==> config.mk <==
export PLATFORM = sky130hd
export DESIGN_NAME = record_stream_deframer
export DESIGN_NICKNAME = d
export VERILOG_FILES = /design/src/sv/rsd_pkg.sv /design/src/sv/record_stream_deframer.sv
export SDC_FILE = /design/constraint.sdc
export NUM_CORES = 1
export LEC_CHECK = 0
export CORE_MARGIN = 10
export CORE_UTILIZATION = 50
export CTS_BUF_LIST = sky130_fd_sc_hd__clkbuf_8
export DETAILED_ROUTE_END_ITERATION = 8
export DONT_BUFFER_PORTS = 1
export PLACE_DENSITY = 0.76
export SLEW_MARGIN = 20
export SYNTH_ARGS = -nofsm -noshare
export SYNTH_HDL_FRONTEND = slang
export SYNTH_SLANG_ARGS = --single-unit
==> constraint.sdc <==
create_clock -name clk -period 10.37 [get_ports clk]
set_input_delay 0.5185 -clock clk [delete_from_list [all_inputs] [get_ports clk]]
set_output_delay 0.5185 -clock clk [all_outputs]
set_load 0.005 [all_outputs]
==> src/sv/rsd_pkg.sv <==
// Types, codes and helper functions shared by the record stream deframer.
`default_nettype none

package rsd_pkg;

  // Record header layout
  localparam int unsigned MagicLen  = 8;
  localparam int unsigned LenBytes  = 8;
  localparam int unsigned CrcBytes  = 4;
  localparam int unsigned HdrLen    = MagicLen + LenBytes + CrcBytes;
  localparam int unsigned HdrCntW   = $clog2(HdrLen + 1);

  localparam logic [HdrCntW-1:0] HDR_LAST_CNT = HdrCntW'(HdrLen);
  localparam logic [HdrCntW-1:0] LEN_START    = HdrCntW'(MagicLen);
  localparam logic [HdrCntW-1:0] CRC_START    = HdrCntW'(MagicLen + LenBytes);

  // CRC-32, reflected form
  localparam logic [31:0] CRC_POLY = 32'hEDB8_8320;
  localparam logic [31:0] CRC_INIT = 32'hFFFF_FFFF;

  // Reset value of the maximum body length register
  localparam logic [63:0] MAX_SIZE_RESET = 64'h0000_0000_2000_0000;

  // Input word kinds
  localparam logic KIND_BYTE = 1'b0;
  localparam logic KIND_EOS  = 1'b1;

  // Result event codes
  localparam logic [1:0] EV_BODY  = 2'd0;
  localparam logic [1:0] EV_EMPTY = 2'd1;
  localparam logic [1:0] EV_END   = 2'd2;
  localparam logic [1:0] EV_ERROR = 2'd3;

  // Error codes
  localparam logic [2:0] ERR_NONE      = 3'd0;
  localparam logic [2:0] ERR_SHORT_HDR = 3'd1;
  localparam logic [2:0] ERR_MAGIC     = 3'd2;
  localparam logic [2:0] ERR_CRC       = 3'd3;
  localparam logic [2:0] ERR_TOO_LARGE = 3'd4;
  localparam logic [2:0] ERR_SHORT_BDY = 3'd5;

  typedef enum logic [1:0] {
    PH_HEADER = 2'd0,
    PH_BODY   = 2'd1,
    PH_ERROR  = 2'd2
  } phase_t;

  // Expected magic byte at header position idx
  function automatic logic [7:0] magic_byte(input logic [2:0] idx);
    logic [7:0] m;
    case (idx)
      3'd0:    m = 8'hFC;
      3'd1:    m = 8'hAE;
      3'd2:    m = 8'h95;
      3'd3:    m = 8'h31;
      3'd4:    m = 8'hF0;
      3'd5:    m = 8'hD9;
      3'd6:    m = 8'hBD;
      3'd7:    m = 8'h20;
      default: m = 8'h00;
    endcase
    return m;
  endfunction

  // One byte of the reflected CRC-32 update, bit by bit
  function automatic logic [31:0] crc_byte(input logic [31:0] c_in, input logic [7:0] b);
    logic [31:0] c;
    c = c_in ^ {24'd0, b};
    for (int i = 0; i < 8; i++) begin
      c = c[0] ? ((c >> 1) ^ CRC_POLY) : (c >> 1);
    end
    return c;
  endfunction

endpackage

`default_nettype wire

==> src/sv/record_stream_deframer.sv <==
// Record stream deframer: header check, body pass-through and error reporting.
//
//  channel | ports                                         | handshake
//  --------+-----------------------------------------------+--------------------
//  input   | in_kind, in_byte_value                        | in_valid / in_ready
//  result  | out_event_res, out_data_byte, out_last_byte,  | out_valid / out_ready
//          | out_error_code, out_record_length             |
//  config  | cfg_wr_data (max body length)                 | cfg_wr_en
//
// One word per cycle sustained while the result register is not stalled: a word
// is captured in the input register, then one pass of CRC byte update, header
// checks and body count sets the state and, for a word that yields a result,
// loads the result register, which drives out_valid.
// Reset (rst_n low, synchronous) clears the record state and sets the
// maximum body length to 2^29. A stalled result register holds the input
// register, which then holds in_ready low until the result is taken.
`default_nettype none

module record_stream_deframer (
  input  wire logic        clk,
  input  wire logic        rst_n,
  // input channel
  input  wire logic        in_valid,
  output logic             in_ready,
  input  wire logic        in_kind,
  input  wire logic [7:0]  in_byte_value,
  // result channel
  output logic             out_valid,
  input  wire logic        out_ready,
  output logic [1:0]       out_event_res,
  output logic [7:0]       out_data_byte,
  output logic             out_last_byte,
  output logic [2:0]       out_error_code,
  output logic [63:0]      out_record_length,
  // configuration
  input  wire logic        cfg_wr_en,
  input  wire logic [63:0] cfg_wr_data
);

  // Configuration register
  logic [63:0] max_size_r;

  // Input register
  logic       s1_valid_r;
  logic       s1_kind_r;
  logic [7:0] s1_byte_r;

  // Record state
  rsd_pkg::phase_t               phase_r, phase_nxt;
  logic [rsd_pkg::HdrCntW-1:0]   hdr_cnt_r, hdr_cnt_nxt;
  logic                          magic_ok_r, magic_ok_nxt;
  logic [63:0]                   length_r, length_nxt;
  logic [31:0]                   crc_run_r, crc_run_nxt;
  logic [31:0]                   crc_exp_r, crc_exp_nxt;
  logic [63:0]                   remain_r, remain_nxt;

  // Result register
  logic        out_valid_r;
  logic [1:0]  out_event_r;
  logic [7:0]  out_data_r;
  logic        out_last_r;
  logic [2:0]  out_err_r;
  logic [63:0] out_len_r;

  // Result of the current word
  logic        res_valid;
  logic [1:0]  res_event;
  logic [7:0]  res_data;
  logic        res_last;
  logic [2:0]  res_err;
  logic [63:0] res_len;

  logic        out_free;
  logic        s1_go;
  logic [63:0] remain_dec;

  // Handshake
  assign out_free = !out_valid_r || out_ready;
  assign s1_go    = s1_valid_r && out_free;
  assign in_ready = !s1_valid_r || out_free;

  // Configuration register write
  always_ff @(posedge clk) begin
    if (!rst_n) begin
      max_size_r <= rsd_pkg::MAX_SIZE_RESET;
    end else if (cfg_wr_en) begin
      max_size_r <= cfg_wr_data;
    end
  end

  // Input register
  always_ff @(posedge clk) begin
    if (!rst_n) begin
      s1_valid_r <= 1'b0;
    end else if (in_ready) begin
      s1_valid_r <= in_valid;
    end
  end

  always_ff @(posedge clk) begin
    if (in_valid && in_ready) begin
      s1_kind_r <= in_kind;
      s1_byte_r <= in_byte_value;
    end
  end

  assign remain_dec = remain_r - 64'd1;

  // Next state and result for the word in the input register
  always_comb begin
    logic [rsd_pkg::HdrCntW-1:0] cnt_inc;
    logic                        hdr_done;

    phase_nxt    = phase_r;
    hdr_cnt_nxt  = hdr_cnt_r;
    magic_ok_nxt = magic_ok_r;
    length_nxt   = length_r;
    crc_run_nxt  = crc_run_r;
    crc_exp_nxt  = crc_exp_r;
    remain_nxt   = remain_r;

    res_valid = 1'b0;
    res_event = rsd_pkg::EV_BODY;
    res_data  = 8'd0;
    res_last  = 1'b0;
    res_err   = rsd_pkg::ERR_NONE;
    res_len   = 64'd0;

    cnt_inc  = hdr_cnt_r + 1'b1;
    hdr_done = (cnt_inc == rsd_pkg::HDR_LAST_CNT);

    if (s1_kind_r == rsd_pkg::KIND_EOS) begin
      // End of stream: report by phase, then start a fresh record
      case (phase_r)
        rsd_pkg::PH_HEADER: begin
          res_valid = 1'b1;
          if (hdr_cnt_r == '0) begin
            res_event = rsd_pkg::EV_END;
          end else begin
            res_event = rsd_pkg::EV_ERROR;
            res_err   = rsd_pkg::ERR_SHORT_HDR;
          end
        end
        rsd_pkg::PH_BODY: begin
          res_valid = 1'b1;
          res_event = rsd_pkg::EV_ERROR;
          res_err   = rsd_pkg::ERR_SHORT_BDY;
          res_len   = length_r;
        end
        default: begin
          res_valid = 1'b0;
        end
      endcase
      phase_nxt    = rsd_pkg::PH_HEADER;
      hdr_cnt_nxt  = '0;
      magic_ok_nxt = 1'b1;
      length_nxt   = 64'd0;
      crc_run_nxt  = rsd_pkg::CRC_INIT;
      crc_exp_nxt  = 32'd0;
      remain_nxt   = 64'd0;
    end else begin
      case (phase_r)
        // Body byte: pass through, mark the last one
        rsd_pkg::PH_BODY: begin
          res_valid = 1'b1;
          res_event = rsd_pkg::EV_BODY;
          res_data  = s1_byte_r;
          res_last  = (remain_dec == 64'd0);
          res_len   = length_r;
          remain_nxt = remain_dec;
          if (remain_dec == 64'd0) begin
            phase_nxt    = rsd_pkg::PH_HEADER;
            hdr_cnt_nxt  = '0;
            magic_ok_nxt = 1'b1;
            length_nxt   = 64'd0;
            crc_run_nxt  = rsd_pkg::CRC_INIT;
            crc_exp_nxt  = 32'd0;
          end
        end
        // Header byte: magic compare, length and CRC assembly
        rsd_pkg::PH_HEADER: begin
          if (hdr_cnt_r < rsd_pkg::LEN_START) begin
            if (s1_byte_r != rsd_pkg::magic_byte(hdr_cnt_r[2:0])) begin
              magic_ok_nxt = 1'b0;
            end
          end else if (hdr_cnt_r < rsd_pkg::CRC_START) begin
            case (hdr_cnt_r[2:0])
              3'd0:    length_nxt[7:0]   = s1_byte_r;
              3'd1:    length_nxt[15:8]  = s1_byte_r;
              3'd2:    length_nxt[23:16] = s1_byte_r;
              3'd3:    length_nxt[31:24] = s1_byte_r;
              3'd4:    length_nxt[39:32] = s1_byte_r;
              3'd5:    length_nxt[47:40] = s1_byte_r;
              3'd6:    length_nxt[55:48] = s1_byte_r;
              default: length_nxt[63:56] = s1_byte_r;
            endcase
            crc_run_nxt = rsd_pkg::crc_byte(crc_run_r, s1_byte_r);
          end else begin
            case (hdr_cnt_r[1:0])
              2'd0:    crc_exp_nxt[7:0]   = s1_byte_r;
              2'd1:    crc_exp_nxt[15:8]  = s1_byte_r;
              2'd2:    crc_exp_nxt[23:16] = s1_byte_r;
              default: crc_exp_nxt[31:24] = s1_byte_r;
            endcase
          end
          hdr_cnt_nxt = cnt_inc;

          // Whole header in: checks in order magic, CRC, size, then an empty body
          if (hdr_done) begin
            if (!magic_ok_nxt) begin
              phase_nxt = rsd_pkg::PH_ERROR;
              res_valid = 1'b1;
              res_event = rsd_pkg::EV_ERROR;
              res_err   = rsd_pkg::ERR_MAGIC;
              res_len   = length_nxt;
            end else if ((crc_run_nxt ^ rsd_pkg::CRC_INIT) != crc_exp_nxt) begin
              phase_nxt = rsd_pkg::PH_ERROR;
              res_valid = 1'b1;
              res_event = rsd_pkg::EV_ERROR;
              res_err   = rsd_pkg::ERR_CRC;
              res_len   = length_nxt;
            end else if (length_nxt > max_size_r) begin
              phase_nxt = rsd_pkg::PH_ERROR;
              res_valid = 1'b1;
              res_event = rsd_pkg::EV_ERROR;
              res_err   = rsd_pkg::ERR_TOO_LARGE;
              res_len   = length_nxt;
            end else if (length_nxt == 64'd0) begin
              res_valid    = 1'b1;
              res_event    = rsd_pkg::EV_EMPTY;
              phase_nxt    = rsd_pkg::PH_HEADER;
              hdr_cnt_nxt  = '0;
              magic_ok_nxt = 1'b1;
              length_nxt   = 64'd0;
              crc_run_nxt  = rsd_pkg::CRC_INIT;
              crc_exp_nxt  = 32'd0;
              remain_nxt   = 64'd0;
            end else begin
              phase_nxt  = rsd_pkg::PH_BODY;
              remain_nxt = length_nxt;
            end
          end
        end
        // After an error every byte is dropped until end of stream
        default: begin
          res_valid = 1'b0;
        end
      endcase
    end
  end

  // Record state registers
  always_ff @(posedge clk) begin
    if (!rst_n) begin
      phase_r    <= rsd_pkg::PH_HEADER;
      hdr_cnt_r  <= '0;
      magic_ok_r <= 1'b1;
      length_r   <= 64'd0;
      crc_run_r  <= rsd_pkg::CRC_INIT;
      crc_exp_r  <= 32'd0;
      remain_r   <= 64'd0;
    end else if (s1_go) begin
      phase_r    <= phase_nxt;
      hdr_cnt_r  <= hdr_cnt_nxt;
      magic_ok_r <= magic_ok_nxt;
      length_r   <= length_nxt;
      crc_run_r  <= crc_run_nxt;
      crc_exp_r  <= crc_exp_nxt;
      remain_r   <= remain_nxt;
    end
  end

  // Result register
  always_ff @(posedge clk) begin
    if (!rst_n) begin
      out_valid_r <= 1'b0;
    end else if (out_free) begin
      out_valid_r <= s1_go && res_valid;
    end
  end

  always_ff @(posedge clk) begin
    if (s1_go && res_valid) begin
      out_event_r <= res_event;
      out_data_r  <= res_data;
      out_last_r  <= res_last;
      out_err_r   <= res_err;
      out_len_r   <= res_len;
    end
  end

  assign out_valid         = out_valid_r;
  assign out_event_res     = out_event_r;
  assign out_data_byte     = out_data_r;
  assign out_last_byte     = out_last_r;
  assign out_error_code    = out_err_r;
  assign out_record_length = out_len_r;

`ifndef SYNTHESIS
  // A record in its body always has bytes left to come
  a_body_remain: assert property (@(posedge clk) disable iff (!rst_n)
    phase_r == rsd_pkg::PH_BODY |-> remain_r != 64'd0)
    else $error("body phase with zero bytes remaining");

  // The header count never passes the header length while in the header
  a_hdr_cnt: assert property (@(posedge clk) disable iff (!rst_n)
    phase_r == rsd_pkg::PH_HEADER |-> hdr_cnt_r < rsd_pkg::HDR_LAST_CNT)
    else $error("header count out of range");

  // Error code only with an error word, data and last only with a body word
  a_err_code: assert property (@(posedge clk) disable iff (!rst_n)
    out_valid_r && out_event_r != rsd_pkg::EV_ERROR |-> out_err_r == rsd_pkg::ERR_NONE)
    else $error("error code on a non-error word");

  a_body_fields: assert property (@(posedge clk) disable iff (!rst_n)
    out_valid_r && out_event_r != rsd_pkg::EV_BODY |-> out_data_r == 8'd0 && !out_last_r)
    else $error("data or last set on a non-body word");

  // A last body byte returns the deframer to the start of a header
  a_last_clears: assert property (@(posedge clk) disable iff (!rst_n)
    s1_go && res_valid && res_last |=> phase_r == rsd_pkg::PH_HEADER && hdr_cnt_r == '0)
    else $error("record state not cleared after last body byte");
`endif

endmodule

`default_nettype wire
==> results.toml <==
[status]
status = "completed"

[synthesis]
synth_top_area_share_pct = 25.61
synth-seq-area-share_pct = 37.81
synth.most_common_cell = "nor2_1"
synth_common_cells = "nor2_1 (288), dfxtp_1 (274), nand2_1 (176), a21oi_1 (174), o21ai_0 (159)"
avgSynthCellArea_um2 = 8.496
synthFlopType = "dfxtp_1"
synth_edf_count = 87
syn-num-nets = 2675
syn_inst = 2521
synth_area_um2 = 21420
synth.area.top_cells = "dfxtp_1 (26%), edfxtp_1 (12%), mux2i_1 (6.9%)"
ys_ff_latch = 361
synth_warnings = 0
yosysUniqueCellTypes = 85
yosys.area.top_type = "dfxtp_1"
ys_async_sr_fraction_pct = 0

[clocking]
clkLatencyLatePin_ns = 0.68
cts-root-buf = "clkbuf_8"
clk_transition_reported_paths_ns = 0.07
cts_tree = "done"
h-tree-depth = 2
clk_path_buf_depth = 3
postCtsResizedCells = 0
cts_buffers = 61
cts_num_sinks = 361

[final_layout]
ff_latch_area_um2 = 8098
multiInputGateArea_um2 = 12110
nNetsFinal = 2668
nFillCells = 3776
layout-drive-gt1-share_pct = 7.368
syn2layout_area_growth_pct = 10.54

[floorplanning]
pin_count = 158
core_area_um2 = 42130
num_rows = 75
initial_utilization_pct = 50.84
dieArea_um2 = 51520
die_w_um = 227.0
die_h_um = 227.0

[sta]
fin_crit_sh_pct = 68.32
rsz0062_at_grt = "no"
hold_viol = 0
finalSetupViolations = 0
tightest_slew_ns = 1.205
finalCriticalPeriod_ns = 7.085
fmax_mhz = 141.1
setup_tns_ns = 0
finClkSkew_ns = 0.02750
slew-limit-headroom_pct = 19.64
drv_slew = 0

[power_and_ir_drop]
ir_drop_mv = 0.1080
p_leak_nw = 10.00
pwr-share-seq_pct = 48.1
p_sw_mw = 0.8324
pwr-share-clk_pct = 41.7
power_mw = 3.059
sw_frac_of_total_pct = 27.21
power.internal_mw = 2.227
p_per_area_nw_per_um2 = 129.2
pwr-share-comb_pct = 10.1

[routing]
avgViaCountPerCell = 6.461
route.detailed.drc = 0
ant_nets = 0
routed_wl_um = 77550
drtIter0Drc = 2474
drtPass1Iterations = 6
vias = 20067
post_drt_wl_per_cell_um = 24.97

[global_route]
busiest_layer = "met2"
grt_pass1_wl_um = 116400
gr-usage-met3_pct = 6.743
use_met2_pct = 45.30
grt_max_degree = 80
antenna_found_initial = 1
grt_util_all_layers_pct = 29.22
grt_pass1_vias = 18990
use_met1_pct = 38.28
overflow = 0

[worst_setup_path]
endpoint_kind = "flop"
crit_fanout = 60
required_ns = 10.88
arrival_ns = 7.59
critPathLaunchType = "flop"
crit_type = "flop to flop"

[place]
portBuffers = 0
hpwl_um = 53190
gp_congestion = 0.9961

[run]
drv_cap = 0

[worst_hold_path]
min_path_type = "input pin to flop"
==> worst max-delay path: stages (launching register included) <==
cell and delay (ns):
dfxtp_1 0.63, nor2b_2 0.35, buf_4 0.35, and3_1 0.63
mux2i_1 0.74, inv_1 0.15, ha_1 0.35, nand4_1 0.12
nor4_1 0.28, a22oi_1 0.15, nand2_1 0.11, a221oi_1 0.09
o211ai_1 0.66, a2111oi_4 0.23, a31oi_4 0.21, buf_4 0.53
or2_1 0.99, o21ai_0 0.25
==> power groups by stage <==
| stage | registers (mW) | logic (mW) | clock network (mW) |
|---|---|---|---|
| 2_1_floorplan | 1.50 | 0.216 | 0 |
| 3_3_place_gp | 1.50 | 0.273 | 0 |
| 3_5_place_dp | 1.50 | 0.277 | 0 |
| 4_1_cts | 1.47 | 0.301 | 1.29 |
| 5_1_grt | 1.47 | 0.329 | 1.35 |
| 6_report | 1.47 | 0.310 | 1.28 |
==> cell families after synthesis <==
logic type	share of synthesized area [%]
muxes	7.407
xor gates and xnor gates	7.851
adders and majority gates	4.440
DFF	37.81
buffers and inverters	5.993
and+or+nand+nor	19.77
AOI/OAI and AO/OA	16.73
==> per-layer routing <==
layer  vias to the layer above  share of wire (%)
li1                       8985                  -
met1                      9650                 41
met2                      1233                 44
met3                       199                 11
met4                         0                4.5
met5                         -                  0
==> placed cells by master (no fill, tap or decap), types with 13 or more instances in the layout <==
| cell | count |
|---|---|
| nand2b_1 | 16 |
| xor2_1 | 50 |
| or4_1 | 13 |
| a31oi_1 | 21 |
| edfxtp_1 | 87 |
| a21oi_1 | 173 |
| dlygate4sd3_1 | 68 |
| xnor2_1 | 64 |
| nor3_1 | 108 |
| clkbuf_8 | 75 |
| nor4_1 | 48 |
| buf_4 | 46 |
| a2bb2oi_1 | 14 |
| and3_1 | 22 |
| nand2_1 | 176 |
| nand3_1 | 61 |
| o211ai_1 | 44 |
| a21o_1 | 14 |
| xnor3_1 | 16 |
| o21ai_0 | 159 |
| a22oi_1 | 13 |
| mux2i_1 | 148 |
| o31ai_1 | 15 |
| nand4_1 | 60 |
| ha_1 | 76 |
| dfxtp_1 | 274 |
| inv_1 | 165 |
| o22ai_1 | 20 |
| nor2_1 | 288 |
| o22a_1 | 14 |
| and2_1 | 17 |
| clkinv_2 | 13 |
==> stage by stage <==
step / util, % / area (um2) / hold WS, ns / std cells / worst slack [ns]
finish: 56.20 / 23680 / 0.01780 / 3106 / 3.285
global route: 56.19 / 23680 / -0.0001419 / 3105 / 3.086
CTS: 56.16 / 23660 / 0.0004767 / 3104 / 3.558
detailed placement: 51.69 / 21780 / 0.4484 / 2922 / 3.549
global placement: 51.69 / 21780 / 0.4403 / 2922 / 3.773
floorplan: - / 21420 / 0.4294 / 2521 / 0.4389
==> path summary, 6_finish.rpt <==
| check | start | to | slack (ns) | depth (start not counted) |
|---|---|---|---|---|
| worst min-delay path | cfg_wr_en | max_size_r[19] | 0.02 | 2 |
| worst min register to register | crc_exp_r[26] | crc_exp_r[26] | 0.45 | 2 |
| worst max-delay path | hdr_cnt_r[3] | remain_r[2] | 3.28 | 17 |
| worst max register to register | hdr_cnt_r[3] | remain_r[2] | 3.28 | 17 |
==> state kept, by name, summed over array words and instances, names as in the netlist, named ones only <==
name,count
out_data_byte,8
out_last_byte,1
max_size_r,64
out_valid,1
magic_ok_r,1
crc_run_r,32
crc_exp_r,32
remain_r,64
phase_r,2
length_r,64
out_record_length,64
s1_kind_r,1
out_error_code,3
out_event_res,2
s1_valid_r,1
hdr_cnt_r,5
s1_byte_r,8
==> final cells by class <==
cell class | instances | area share (%)
diodes | 2 | 0.02114
clock buffers | 75 | 4.360
clock inverters | 39 | 0.7239
inverters | 148 | 2.357
multi-input cells | 1828 | 51.16
flip-flops and latches | 361 | 34.20
well taps | 539 | 2.848
repair buffers | 114 | 4.333
==> timing repair <==
item,CTS,global route
endpoints found under the hold margin,72,0
hold buffers,68,0
buffers inserted,0,0
No activity file was read; power rests on OpenSTA's default activity.
